--- config.mk ---
export PLATFORM = sky130hd
export DESIGN_NAME = lru_key_value_cache
export DESIGN_NICKNAME = d
export VERILOG_FILES = /design/src/hdl/lkvc_pkg.sv /design/src/hdl/lkvc_ram.sv /design/src/hdl/lru_key_value_cache.sv
export SDC_FILE = /design/constraint.sdc
export NUM_CORES = 2
export LEC_CHECK = 0
export BUFFER_PORTS_ARGS = -buffer_cell sky130_fd_sc_hd__buf_2
export CAP_MARGIN = 20
export CORE_MARGIN = 2
export CORE_UTILIZATION = 60
export DETAILED_ROUTE_END_ITERATION = 6
export GPL_TIMING_DRIVEN = 0
export PLACE_DENSITY = 0.76
export SLEW_MARGIN = 0
export SYNTH_ARGS = -nofsm -noshare
export SYNTH_HDL_FRONTEND = slang
export SYNTH_SLANG_ARGS = --single-unit
--- constraint.sdc ---
create_clock -name aclk -period 15.65 [get_ports aclk]
set_clock_uncertainty 0.2 [all_clocks]
set_input_delay 3.13 -clock aclk [delete_from_list [all_inputs] [get_ports aclk]]
set_output_delay 3.13 -clock aclk [all_outputs]
set_load 0.02 [all_outputs]
--- src/hdl/lkvc_pkg.sv ---
`default_nettype none

package lkvc_pkg;

    localparam int KEY_W = 32;
    localparam int VAL_W = 32;
    localparam int CAP_W = 5;

    localparam logic [CAP_W-1:0] CAP_RESET = 5'd16;

    typedef logic [KEY_W-1:0] key_t;
    typedef logic [VAL_W-1:0] val_t;

    localparam logic OP_LOOKUP = 1'b0;
    localparam logic OP_WRITE  = 1'b1;

    localparam val_t MISS_VALUE  = {VAL_W{1'b1}};
    localparam val_t WRITE_VALUE = {VAL_W{1'b0}};

endpackage

`default_nettype wire

--- src/hdl/lkvc_ram.sv ---
`default_nettype none

module lkvc_ram #(
    parameter int DATA_W = 8,
    parameter int DEPTH  = 16,
    parameter int ADDR_W = 4
) (
    input  wire logic              aclk,
    input  wire logic              wen,
    input  wire logic [ADDR_W-1:0] waddr,
    input  wire logic [DATA_W-1:0] wdata,
    input  wire logic [ADDR_W-1:0] raddr,
    output logic      [DATA_W-1:0] rdata
);

    logic [DATA_W-1:0] mem [DEPTH];

    always_ff @(posedge aclk) begin
        if (wen) begin
            mem[waddr] <= wdata;
        end
    end

    always_ff @(posedge aclk) begin
        rdata <= mem[raddr];
    end

endmodule

`default_nettype wire

--- src/hdl/lru_key_value_cache.sv ---
// Item flow: a lookup miss makes one read sweep of the entry memory to match the key; a
// hit or any write makes that sweep and then a read-modify-write sweep to age the recency
// ranks. The next request is taken in the cycle after the result is registered, so a new
// request is not taken until the last one is through. A result may wait at the output.
// Reset clears valid bits, occupancy and the output; capacity returns to 16; no clearing pass.
`default_nettype none

module lru_key_value_cache #(
    parameter int MAX_ENTRIES = 16
) (
    input  wire logic        aclk,
    input  wire logic        aresetn,
    // configuration
    input  wire logic        cfg_wen,
    input  wire logic [4:0]  cfg_wdata,   // capacity
    // requests
    input  wire logic        s_tvalid,
    output logic             s_tready,
    input  wire logic [63:0] s_tdata,     // [31:0] key, [63:32] value
    input  wire logic        s_tuser,     // operation: 0 lookup, 1 write
    // results
    output logic             m_tvalid,
    input  wire logic        m_tready,
    output logic      [31:0] m_tdata,     // read_value
    output logic             m_tuser      // found
);

    localparam int IW   = (MAX_ENTRIES > 1) ? $clog2(MAX_ENTRIES) : 1;
    localparam int RW   = IW;
    localparam int OW   = $clog2(MAX_ENTRIES + 1);
    localparam int CMPW = (OW > lkvc_pkg::CAP_W) ? OW : lkvc_pkg::CAP_W;
    localparam int MW   = lkvc_pkg::KEY_W + lkvc_pkg::VAL_W + RW;

    localparam logic [OW-1:0]   N_CNT    = OW'(MAX_ENTRIES);
    localparam logic [IW-1:0]   LAST_IDX = IW'(MAX_ENTRIES - 1);
    localparam logic [CMPW-1:0] N_CMP    = CMPW'(MAX_ENTRIES);

    localparam logic [2:0] ST_IDLE = 3'd0;
    localparam logic [2:0] ST_SCAN = 3'd1;
    localparam logic [2:0] ST_PLAN = 3'd2;
    localparam logic [2:0] ST_UPD  = 3'd3;
    localparam logic [2:0] ST_DONE = 3'd4;

    logic [2:0]             state_reg, state_next;
    logic [lkvc_pkg::CAP_W-1:0] cap_reg, cap_next;
    logic [OW-1:0]          occ_reg, occ_next;
    logic [MAX_ENTRIES-1:0] valid_reg, valid_next;

    logic                   op_reg, op_next;
    lkvc_pkg::key_t         key_reg, key_next;
    lkvc_pkg::val_t         val_reg, val_next;

    logic [OW-1:0]          cnt_reg, cnt_next;
    logic                   pend_reg, pend_next;
    logic [IW-1:0]          pidx_reg, pidx_next;

    logic                   hit_reg, hit_next;
    logic [IW-1:0]          hit_idx_reg, hit_idx_next;
    lkvc_pkg::val_t         hit_val_reg, hit_val_next;
    logic [RW-1:0]          hit_rank_reg, hit_rank_next;
    logic                   old_any_reg, old_any_next;
    logic [IW-1:0]          old_idx_reg, old_idx_next;
    logic [RW-1:0]          old_rank_reg, old_rank_next;
    logic                   free_any_reg, free_any_next;
    logic [IW-1:0]          free_idx_reg, free_idx_next;

    logic [IW-1:0]          slot_reg, slot_next;
    logic [RW-1:0]          touch_rank_reg, touch_rank_next;

    logic                   res_found_reg, res_found_next;
    lkvc_pkg::val_t         res_val_reg, res_val_next;

    logic                   mv_reg, mv_next;
    logic                   mfound_reg, mfound_next;
    lkvc_pkg::val_t         mval_reg, mval_next;

    // entry memory
    logic                   ram_wen;
    logic [IW-1:0]          ram_waddr;
    logic [MW-1:0]          ram_wdata;
    logic [IW-1:0]          ram_raddr;
    logic [MW-1:0]          ram_rdata;

    lkvc_pkg::key_t         rd_key;
    lkvc_pkg::val_t         rd_val;
    logic [RW-1:0]          rd_rank;
    logic                   rd_valid;
    logic [CMPW-1:0]        eff_cap;
    logic [CMPW-1:0]        cap_ext;

    lkvc_ram #(
        .DATA_W(MW),
        .DEPTH (MAX_ENTRIES),
        .ADDR_W(IW)
    ) u_ram (
        .aclk (aclk),
        .wen  (ram_wen),
        .waddr(ram_waddr),
        .wdata(ram_wdata),
        .raddr(ram_raddr),
        .rdata(ram_rdata)
    );

    assign rd_rank  = ram_rdata[RW-1:0];
    assign rd_val   = ram_rdata[RW +: lkvc_pkg::VAL_W];
    assign rd_key   = ram_rdata[RW + lkvc_pkg::VAL_W +: lkvc_pkg::KEY_W];
    assign rd_valid = valid_reg[pidx_reg];

    assign ram_raddr = (cnt_reg < N_CNT) ? cnt_reg[IW-1:0] : '0;

    assign cap_ext = CMPW'(cap_reg);
    always_comb begin
        if (cap_reg == '0) begin
            eff_cap = CMPW'(1);
        end else if (cap_ext > N_CMP) begin
            eff_cap = N_CMP;
        end else begin
            eff_cap = cap_ext;
        end
    end

    assign s_tready = (state_reg == ST_IDLE);
    assign m_tvalid = mv_reg;
    assign m_tuser  = mfound_reg;
    assign m_tdata  = mval_reg;

    always_comb begin
        state_next      = state_reg;
        cap_next        = cap_reg;
        occ_next        = occ_reg;
        valid_next      = valid_reg;
        op_next         = op_reg;
        key_next        = key_reg;
        val_next        = val_reg;
        cnt_next        = cnt_reg;
        pend_next       = 1'b0;
        pidx_next       = pidx_reg;
        hit_next        = hit_reg;
        hit_idx_next    = hit_idx_reg;
        hit_val_next    = hit_val_reg;
        hit_rank_next   = hit_rank_reg;
        old_any_next    = old_any_reg;
        old_idx_next    = old_idx_reg;
        old_rank_next   = old_rank_reg;
        free_any_next   = free_any_reg;
        free_idx_next   = free_idx_reg;
        slot_next       = slot_reg;
        touch_rank_next = touch_rank_reg;
        res_found_next  = res_found_reg;
        res_val_next    = res_val_reg;
        mv_next         = mv_reg;
        mfound_next     = mfound_reg;
        mval_next       = mval_reg;
        ram_wen         = 1'b0;
        ram_waddr       = pidx_reg;
        ram_wdata       = ram_rdata;

        if (cfg_wen) begin
            cap_next = cfg_wdata;
        end

        if (mv_reg && m_tready) begin
            mv_next = 1'b0;
        end

        // read address sweep shared by SCAN and UPD
        if ((state_reg == ST_SCAN) || (state_reg == ST_UPD)) begin
            if (cnt_reg < N_CNT) begin
                pend_next = 1'b1;
                pidx_next = cnt_reg[IW-1:0];
                cnt_next  = cnt_reg + OW'(1);
            end
        end

        case (state_reg)
            ST_IDLE: begin
                if (s_tvalid) begin
                    op_next       = s_tuser;
                    key_next      = s_tdata[31:0];
                    val_next      = s_tdata[63:32];
                    cnt_next      = '0;
                    hit_next      = 1'b0;
                    old_any_next  = 1'b0;
                    free_any_next = 1'b0;
                    state_next    = ST_SCAN;
                end
            end
            ST_SCAN: begin
                if (pend_reg) begin
                    if (rd_valid && (rd_key == key_reg) && !hit_reg) begin
                        hit_next      = 1'b1;
                        hit_idx_next  = pidx_reg;
                        hit_val_next  = rd_val;
                        hit_rank_next = rd_rank;
                    end
                    if (rd_valid && (!old_any_reg || (rd_rank > old_rank_reg))) begin
                        old_any_next  = 1'b1;
                        old_idx_next  = pidx_reg;
                        old_rank_next = rd_rank;
                    end
                    if (!rd_valid && !free_any_reg) begin
                        free_any_next = 1'b1;
                        free_idx_next = pidx_reg;
                    end
                    if (pidx_reg == LAST_IDX) begin
                        state_next = ST_PLAN;
                    end
                end
            end
            ST_PLAN: begin
                cnt_next       = '0;
                res_found_next = hit_reg;
                state_next     = ST_UPD;
                if (op_reg == lkvc_pkg::OP_LOOKUP) begin
                    res_val_next    = hit_reg ? hit_val_reg : lkvc_pkg::MISS_VALUE;
                    slot_next       = hit_idx_reg;
                    touch_rank_next = hit_rank_reg;
                    if (!hit_reg) begin
                        state_next = ST_DONE;
                    end
                end else begin
                    res_val_next = lkvc_pkg::WRITE_VALUE;
                    if (hit_reg) begin
                        slot_next       = hit_idx_reg;
                        touch_rank_next = hit_rank_reg;
                    end else if ((CMPW'(occ_reg) < eff_cap) && free_any_reg) begin
                        // new entry starts as the oldest, then moves to the front
                        slot_next                = free_idx_reg;
                        touch_rank_next          = occ_reg[RW-1:0];
                        valid_next[free_idx_reg] = 1'b1;
                        occ_next                 = occ_reg + OW'(1);
                    end else begin
                        slot_next       = old_idx_reg;
                        touch_rank_next = old_rank_reg;
                    end
                end
            end
            ST_UPD: begin
                if (pend_reg) begin
                    if (pidx_reg == slot_reg) begin
                        ram_wen   = 1'b1;
                        ram_wdata = {key_reg,
                                     (op_reg == lkvc_pkg::OP_WRITE) ? val_reg : rd_val,
                                     {RW{1'b0}}};
                    end else if (rd_valid && (rd_rank < touch_rank_reg)) begin
                        ram_wen   = 1'b1;
                        ram_wdata = {rd_key, rd_val, rd_rank + RW'(1)};
                    end
                    if (pidx_reg == LAST_IDX) begin
                        state_next = ST_DONE;
                    end
                end
            end
            ST_DONE: begin
                if (!mv_reg || m_tready) begin
                    mv_next     = 1'b1;
                    mfound_next = res_found_reg;
                    mval_next   = res_val_reg;
                    state_next  = ST_IDLE;
                end
            end
            default: begin
                state_next = ST_IDLE;
            end
        endcase
    end

    always_ff @(posedge aclk) begin
        if (!aresetn) begin
            state_reg <= ST_IDLE;
            cap_reg   <= lkvc_pkg::CAP_RESET;
            occ_reg   <= '0;
            valid_reg <= '0;
            pend_reg  <= 1'b0;
            mv_reg    <= 1'b0;
        end else begin
            state_reg <= state_next;
            cap_reg   <= cap_next;
            occ_reg   <= occ_next;
            valid_reg <= valid_next;
            pend_reg  <= pend_next;
            mv_reg    <= mv_next;
        end
    end

    always_ff @(posedge aclk) begin
        op_reg         <= op_next;
        key_reg        <= key_next;
        val_reg        <= val_next;
        cnt_reg        <= cnt_next;
        pidx_reg       <= pidx_next;
        hit_reg        <= hit_next;
        hit_idx_reg    <= hit_idx_next;
        hit_val_reg    <= hit_val_next;
        hit_rank_reg   <= hit_rank_next;
        old_any_reg    <= old_any_next;
        old_idx_reg    <= old_idx_next;
        old_rank_reg   <= old_rank_next;
        free_any_reg   <= free_any_next;
        free_idx_reg   <= free_idx_next;
        slot_reg       <= slot_next;
        touch_rank_reg <= touch_rank_next;
        res_found_reg  <= res_found_next;
        res_val_reg    <= res_val_next;
        mfound_reg     <= mfound_next;
        mval_reg       <= mval_next;
    end

endmodule

`default_nettype wire

# ---- Yosys cells after proc, flatten, opt, wreduce, memory -nomap -nowiden
# Memory sizes are Yosys's and may differ from the RTL's. A register that Yosys moved wholly into a read port is not among the register bits.
# Cells that the tools add are included.
dict set report classes {
  addsub 3
  n_mul 0
  div 0
  order_cmp 8
  eq_ne 16
  n_shift 0
  mux 52
  bitwise 2
  reduce_logical 31
}
# operator n
set ops {}
lappend ops {{$mux 68} 3}
lappend ops {{$mux 32} 2}
lappend ops {{$eq 32x32->1} 1}
lappend ops {{$mux 4} 8}
lappend ops {{$mux 5} 5}
lappend ops {{$mux 3} 8}
lappend ops {{$mux 1} 19}
lappend ops {{$or 16x16->16} 1}
lappend ops {{$reduce_and 4->1} 4}
lappend ops {{$pmux 3 s5} 1}
lappend ops {{$add 5x1->5 const B} 2}
lappend ops {{$lt 4x5->1 const B} 2}
lappend ops {{$ne 2x1->1 const B} 5}
lappend ops {{$pmux 5 s2} 1}
lappend ops {{$reduce_and 3->1} 3}
lappend ops {{$logic_and 1x1->1} 8}
lappend ops {{$ne 2x2->1 const B} 4}
lappend ops {{$reduce_and 2->1} 4}
lappend ops {{$eq 3x2->1 const B} 2}
lappend ops {{$pmux 1 s2} 3}
lappend ops {{$reduce_and 6->1} 1}
lappend ops {{$gt 5x5->1 const B} 1}
lappend ops {{$logic_not 1->1} 5}
lappend ops {{$logic_not 5->1} 1}
lappend ops {{other kinds (16)} 18}
dict set report word_totals {
  reg_bits 234
  latch_bits 0
  mem_bits_rw 1088
  romBits 0
  word_cells 139
  n_memories 1
}
# memory depth word_bits read_ports rd_clocked_by_memory_dff write_ports line
set mem_list {}
lappend mem_list {u_ram.mem 16 68 1 1 1 lkvc_ram.sv:16} ;# logic [DATA_W-1:0] mem [DEPTH];

# ---- Depth between registers and ports, before layout
dict set report logic_depth {
  ltp_word 9
  depth_mapped 10
  ltp_nobuf 8
}

# ---- Modules after synthesis
# A second synthesis with hierarchy kept.
dict set report hier_totals {
  cells_unflattened 2447
  area_unflattened_um2 51867.2
}
# mod n_inst cells_per_inst area_each_um2 seq_area_each_um2
set modules_own_cells {}
lappend modules_own_cells {lkvc_ram 1 1750 41980.3 34032.6}
lappend modules_own_cells {lru_key_value_cache 1 697 9887.0 6666.4}

# ---- Worst setup path before layout
# OpenSTA, ideal clock, no wires.
dict set report synth_path {
  path_type {register to register}
  startpoint {register pidx_reg[0]}
  endpoint {memory u_ram.mem[11][0] (netlist bit), enable pin}
  arrival_ps 6882
  t_required_ps 14854
  path_slack_ps 7973
  stages_incl_launch_ff 9
  n_path_buf 3
  cell_sequence {edfxtp_1 -> buf_6 -> mux4_2 -> nand2_1 -> and4_1 -> buf_6 -> a2111o_1 -> buf_6 -> a211oi_1}
}
dict set report synth_between {
  elab_chain_cells 9
  word_cells_on_any_way 10
}
# item line
set synth_rtl {}
lappend synth_rtl {{start, declared} lru_key_value_cache.sv:55} ;# logic [IW-1:0] pidx_reg, pidx_next;
lappend synth_rtl {{start signal, assigned} lru_key_value_cache.sv:291} ;# pidx_reg <= pidx_next;
lappend synth_rtl {{$bmux 1 s4} lru_key_value_cache.sv:107} ;# assign rd_valid = valid_reg[pidx_reg];
lappend synth_rtl {{$mux 1 (not written as such)} lru_key_value_cache.sv:107}
lappend synth_rtl {{$logic_and 1x1->1} lru_key_value_cache.sv:245} ;# end else if (rd_valid && (rd_rank < touch_rank_reg)) begin
lappend synth_rtl {{$mux 1} lru_key_value_cache.sv:245}
lappend synth_rtl {{$mux 1} lru_key_value_cache.sv:240} ;# if (pidx_reg == slot_reg) begin
lappend synth_rtl {{$mux 1} lru_key_value_cache.sv:239} ;# if (pend_reg) begin
lappend synth_rtl {{$mux 1} lru_key_value_cache.sv:175} ;# case (state_reg)
lappend synth_rtl {{$mux 1} lkvc_ram.sv:19} ;# if (wen) begin
lappend synth_rtl {{$mux 1 (not written as such)} lkvc_ram.sv:20} ;# mem[waddr] <= wdata;
lappend synth_rtl {{end, declared} lkvc_ram.sv:16}
# Several ways; a longest one is shown, not always the timed one. The select of a mux whose other input is x is not followed.

# ---- Worst setup path after layout
dict set report layout_path {
  startpoint {register state_reg[0]}
  endpoint {output s_tready}
}
dict set report layout_between {
  elab_chain_cells 1
}
# item line
set layout_rtl {}
lappend layout_rtl {{start, declared} lru_key_value_cache.sv:44} ;# logic [2:0] state_reg, state_next;
lappend layout_rtl {{start signal, assigned} lru_key_value_cache.sv:277} ;# state_reg <= state_next;
lappend layout_rtl {{$logic_not 3->1} lru_key_value_cache.sv:122} ;# assign s_tready = (state_reg == ST_IDLE);
lappend layout_rtl {{end, declared} lru_key_value_cache.sv:18} ;# output logic s_tready,
# No other way between the ends.

==> summary.txt <==
Global route
  – GRT busiest layer: met2
  – Vias in the first global route: 28300
  – Largest net degree at the start of global routing: 35
  – Overflow after GRT: 0
  – GR Util met2: 46.0%
  – Initial antenna violation count: 5
  – Grt met1 use: 37.8%
  – Global-route wire length before repair: 182000 microns
  – GRT Util Overall: 28.1%
  – Met3 Track Usage GR: 6.13%

Route
  – Wirelength, routed: 124000 microns
  – Per-cell routed wire length: between 20 and 30 microns
  – Vias per inst: 6.46
  – DR pass1 iterations: 7
  – Routed vias: about 28000
  – DRC marker count from the first detailed-route iteration: between 3000 and 4000
  – DRT antenna net count: 0
  – Drt drc: 2

Critical path
  – CP Max Fanout: 10
  – Worst Path Class, Setup: reg2out
  – Worst path arrival time: 1.88 ns
  – Worst path slowest cell: nor3_1
  – Worst setup SP type: flip-flop
  – Reg2reg end: u_ram.mem[15][26]$_DFFE_PP_
  – Max stage delay on crit path: 0.36 ns
  – Critical Path Sink Type: primary output
  – CP Launch Point: state_reg[0]$_SDFFE_PN0P_
  – Internal reg-to-reg setup slack: 10.82 ns
  – Worst R2R Start: state_reg[2]$_SDFFE_PN0P_
  – Worst-path cell chain: clkbuf_1 > nor3_1 > buf_2
  – Reg2reg path depth: 10
  – Worst Path Required: 12.32 ns

Cells and area
  – Max reg flops: 1088
  – Biggest regs: u_ram.mem x1088, u_ram.rdata x68
  – Final core occ: 70.2%
  – Post-route cell area: between 60000 and 70000 sq um
  – Register area: 40700 sq um
  – Layout cell share with drive strength beyond 1: 24.9%
  – Most frequent cells in the layout: edfxtp_1, mux4_2, nand2_1
  – FILL cells: 5021
  – Register with the most flip-flops: u_ram.mem
  – Ant diodes: 0
  – Most common cell after layout, fill and taps aside: edfxtp_1
  – Multi-input gate area: 11300 sq um
  – Nets: 3122
  – Area Growth Syn to Fin: 16.0%

Yosys
  – Net Count, Synth: 2759
  – Top cell type's share of synthesized area: 73.4%
  – Cell Area, Synth: between 50000 and 60000 sq um
  – Mean Syn Cell Area: 19.7 sq um
  – Top post-synthesis cells by area: edfxtp_1, mux4_2, dfxtp_1, nand2_1, a211oi_1
  – Number of library cell types mapped by synthesis: 50
  – Post-synth EDFFs: 1286
  – Number of synthesized register bits: ~1400
  – Post-Syn Instances: 2669
  – Fraction of registers with async set/reset: 0%
  – Ys Warns: 0
  – Synth Flop Type: edfxtp_1
  – Largest area contributor in the netlist: edfxtp_1
  – Seq/Total Area, Yosys: between 70% and 80%

STA
  – RSZ-0062 raised after global routing: false
  – Final Hold Fails: 0
  – Hold_ws: ~0.21 ns
  – TNS Setup: 0 ns
  – Final Cycle Share: 33.3%
  – Tmin final: 5.21 ns
  – Relative slew slack: 24.9%
  – Max-slew violations: 0
  – Fmax: roughly 190 MHz
  – Final setup vio count: 0
  – Worst-Margin Slew: 1.13 ns

Clocking
  – CTS tree: built
  – CTS Buf Count: roughly 140
  – CTS Sinks: between 1000 and 1500
  – Root Driver: clkbuf_16
  – Post-CTS Resized: 0
  – Worst-case clock buffer depth: 3
  – Postcts setup bufs: 0
  – H-tree depth: 4
  – Clock latency on the worst-skew pair: around 0.75 ns
  – Cts hold-fix bufs: 0
  – Worst-path clk slew: 0.06 ns

Floorplan
  – I/O Pins: 110
  – Row Count: 108
  – Die area: 90100 sq um
  – Die height: 300 microns
  – Initial core utilization: 60.5%
  – Core box area: a little under 90000 sq um
  – Die width: 300 microns

Worst hold path
  – Min-Delay Endpoint: m_tuser$_DFFE_PP_
  – Min-delay src: res_found_reg$_DFFE_PP_
  – Hold depth: 0
  – Tightest Hold Check Type: reg2reg

Placed design
  – DP HPWL: 79900 microns
  – Port bufs: 108
  – DP Area: approximately 56000 sq um
  – GPL Wtd Cong: around 0.81

Outcome
  – Failing checks: design-rule violations
  – Status: finished with violations

Power and ir drop
  – Total power: around 8.2 mW
  – Leak: 19.6 nW
  – Worst IR Drop VDD: roughly 0.00012 V
  – Power per cell area: about 130 nW/um^2

Run
  – Maxcap violations: 0
[cells in the mapped netlist, drive strengths merged (5+ instances only)]
master,n
a2111oi,5
nor2b,17
xnor2,33
buf,55
nand2b,15
a211oi,84
clkbuf,90
a21oi,56
nor2,21
mux2,32
nor3,6
edfxtp,1286
inv,42
xor2,6
nand3,22
mux4,276
o21ai,12
mux2i,12
ha,15
o21a,22
a31oi,76
and2,71
dfxtp,104
nand4,11
nand2,270
[worst max path at each step]
stage                                       end  slack [ns]  cells past startpoint
floorplan            u_ram.mem[11][0]$_DFFE_PP_        7.97                      8
global placement    u_ram.mem[13][20]$_DFFE_PP_        1.49                      7
detailed placement  u_ram.mem[15][32]$_DFFE_PP_       10.91                     10
CTS                                    s_tready       10.47                      3
global route                           s_tready       10.37                      3
finish                                 s_tready       10.44                      3
[power by group]
part	switching [mW]	internal [mW]
Sequential	0.0499	4.22
Clock	1.38	1.84
Combinational	0.422	0.285
Total	1.85	6.35
[per-stage QoR]
step / setup WS, ns / cells
6_report: 10.44 / 4299
5_1_grt: 10.37 / 4299
4_1_cts: 10.47 / 4294
3_3_place_gp: 1.49 / 3932
2_1_floorplan: 7.97 / 2669
3_5_place_dp: 10.91 / 4043
[worst max-delay path, delay by kind of cell (launching register included)]
kind / cells / cell delay [ns]
buf+inv: 2 / 0.46
flops: 1 / 0.32
simple gates: 1 / 0.36
[area by class of cell]
cell class / count / area share, %
clock buffers: 183 / 6.19
inverters: 42 / 0.263
clock inverters: 68 / 1.09
flip-flops and latches: 1390 / 66.7
well taps: 1155 / 2.37
repair buffers: 224 / 3.82
plain buffers: 145 / 1.00
multi-input cells: 1092 / 18.6
[kinds of logic after synthesis]
family	count (synthesis)	share of synthesized area (%)
buffers and inverters	187	1.46
DFF	1390	77.4
xor gates and xnor gates	39	0.649
AOI/OAI and AO/OA	268	3.47
adders and majority gates	15	0.357
muxes	320	12.7
and+or+nand+nor	450	3.95
[per-layer routing]
| layer | vias up | part of all wire (%) |
|---|---|---|
| met5 | - | 0 |
| met4 | 0 | 3.6 |
| met3 | 283 | 10 |
| met2 | 1742 | 50 |
| met1 | 14300 | 37 |
| li1 | 11400 | - |
Power figures use the tool's default switching activity.
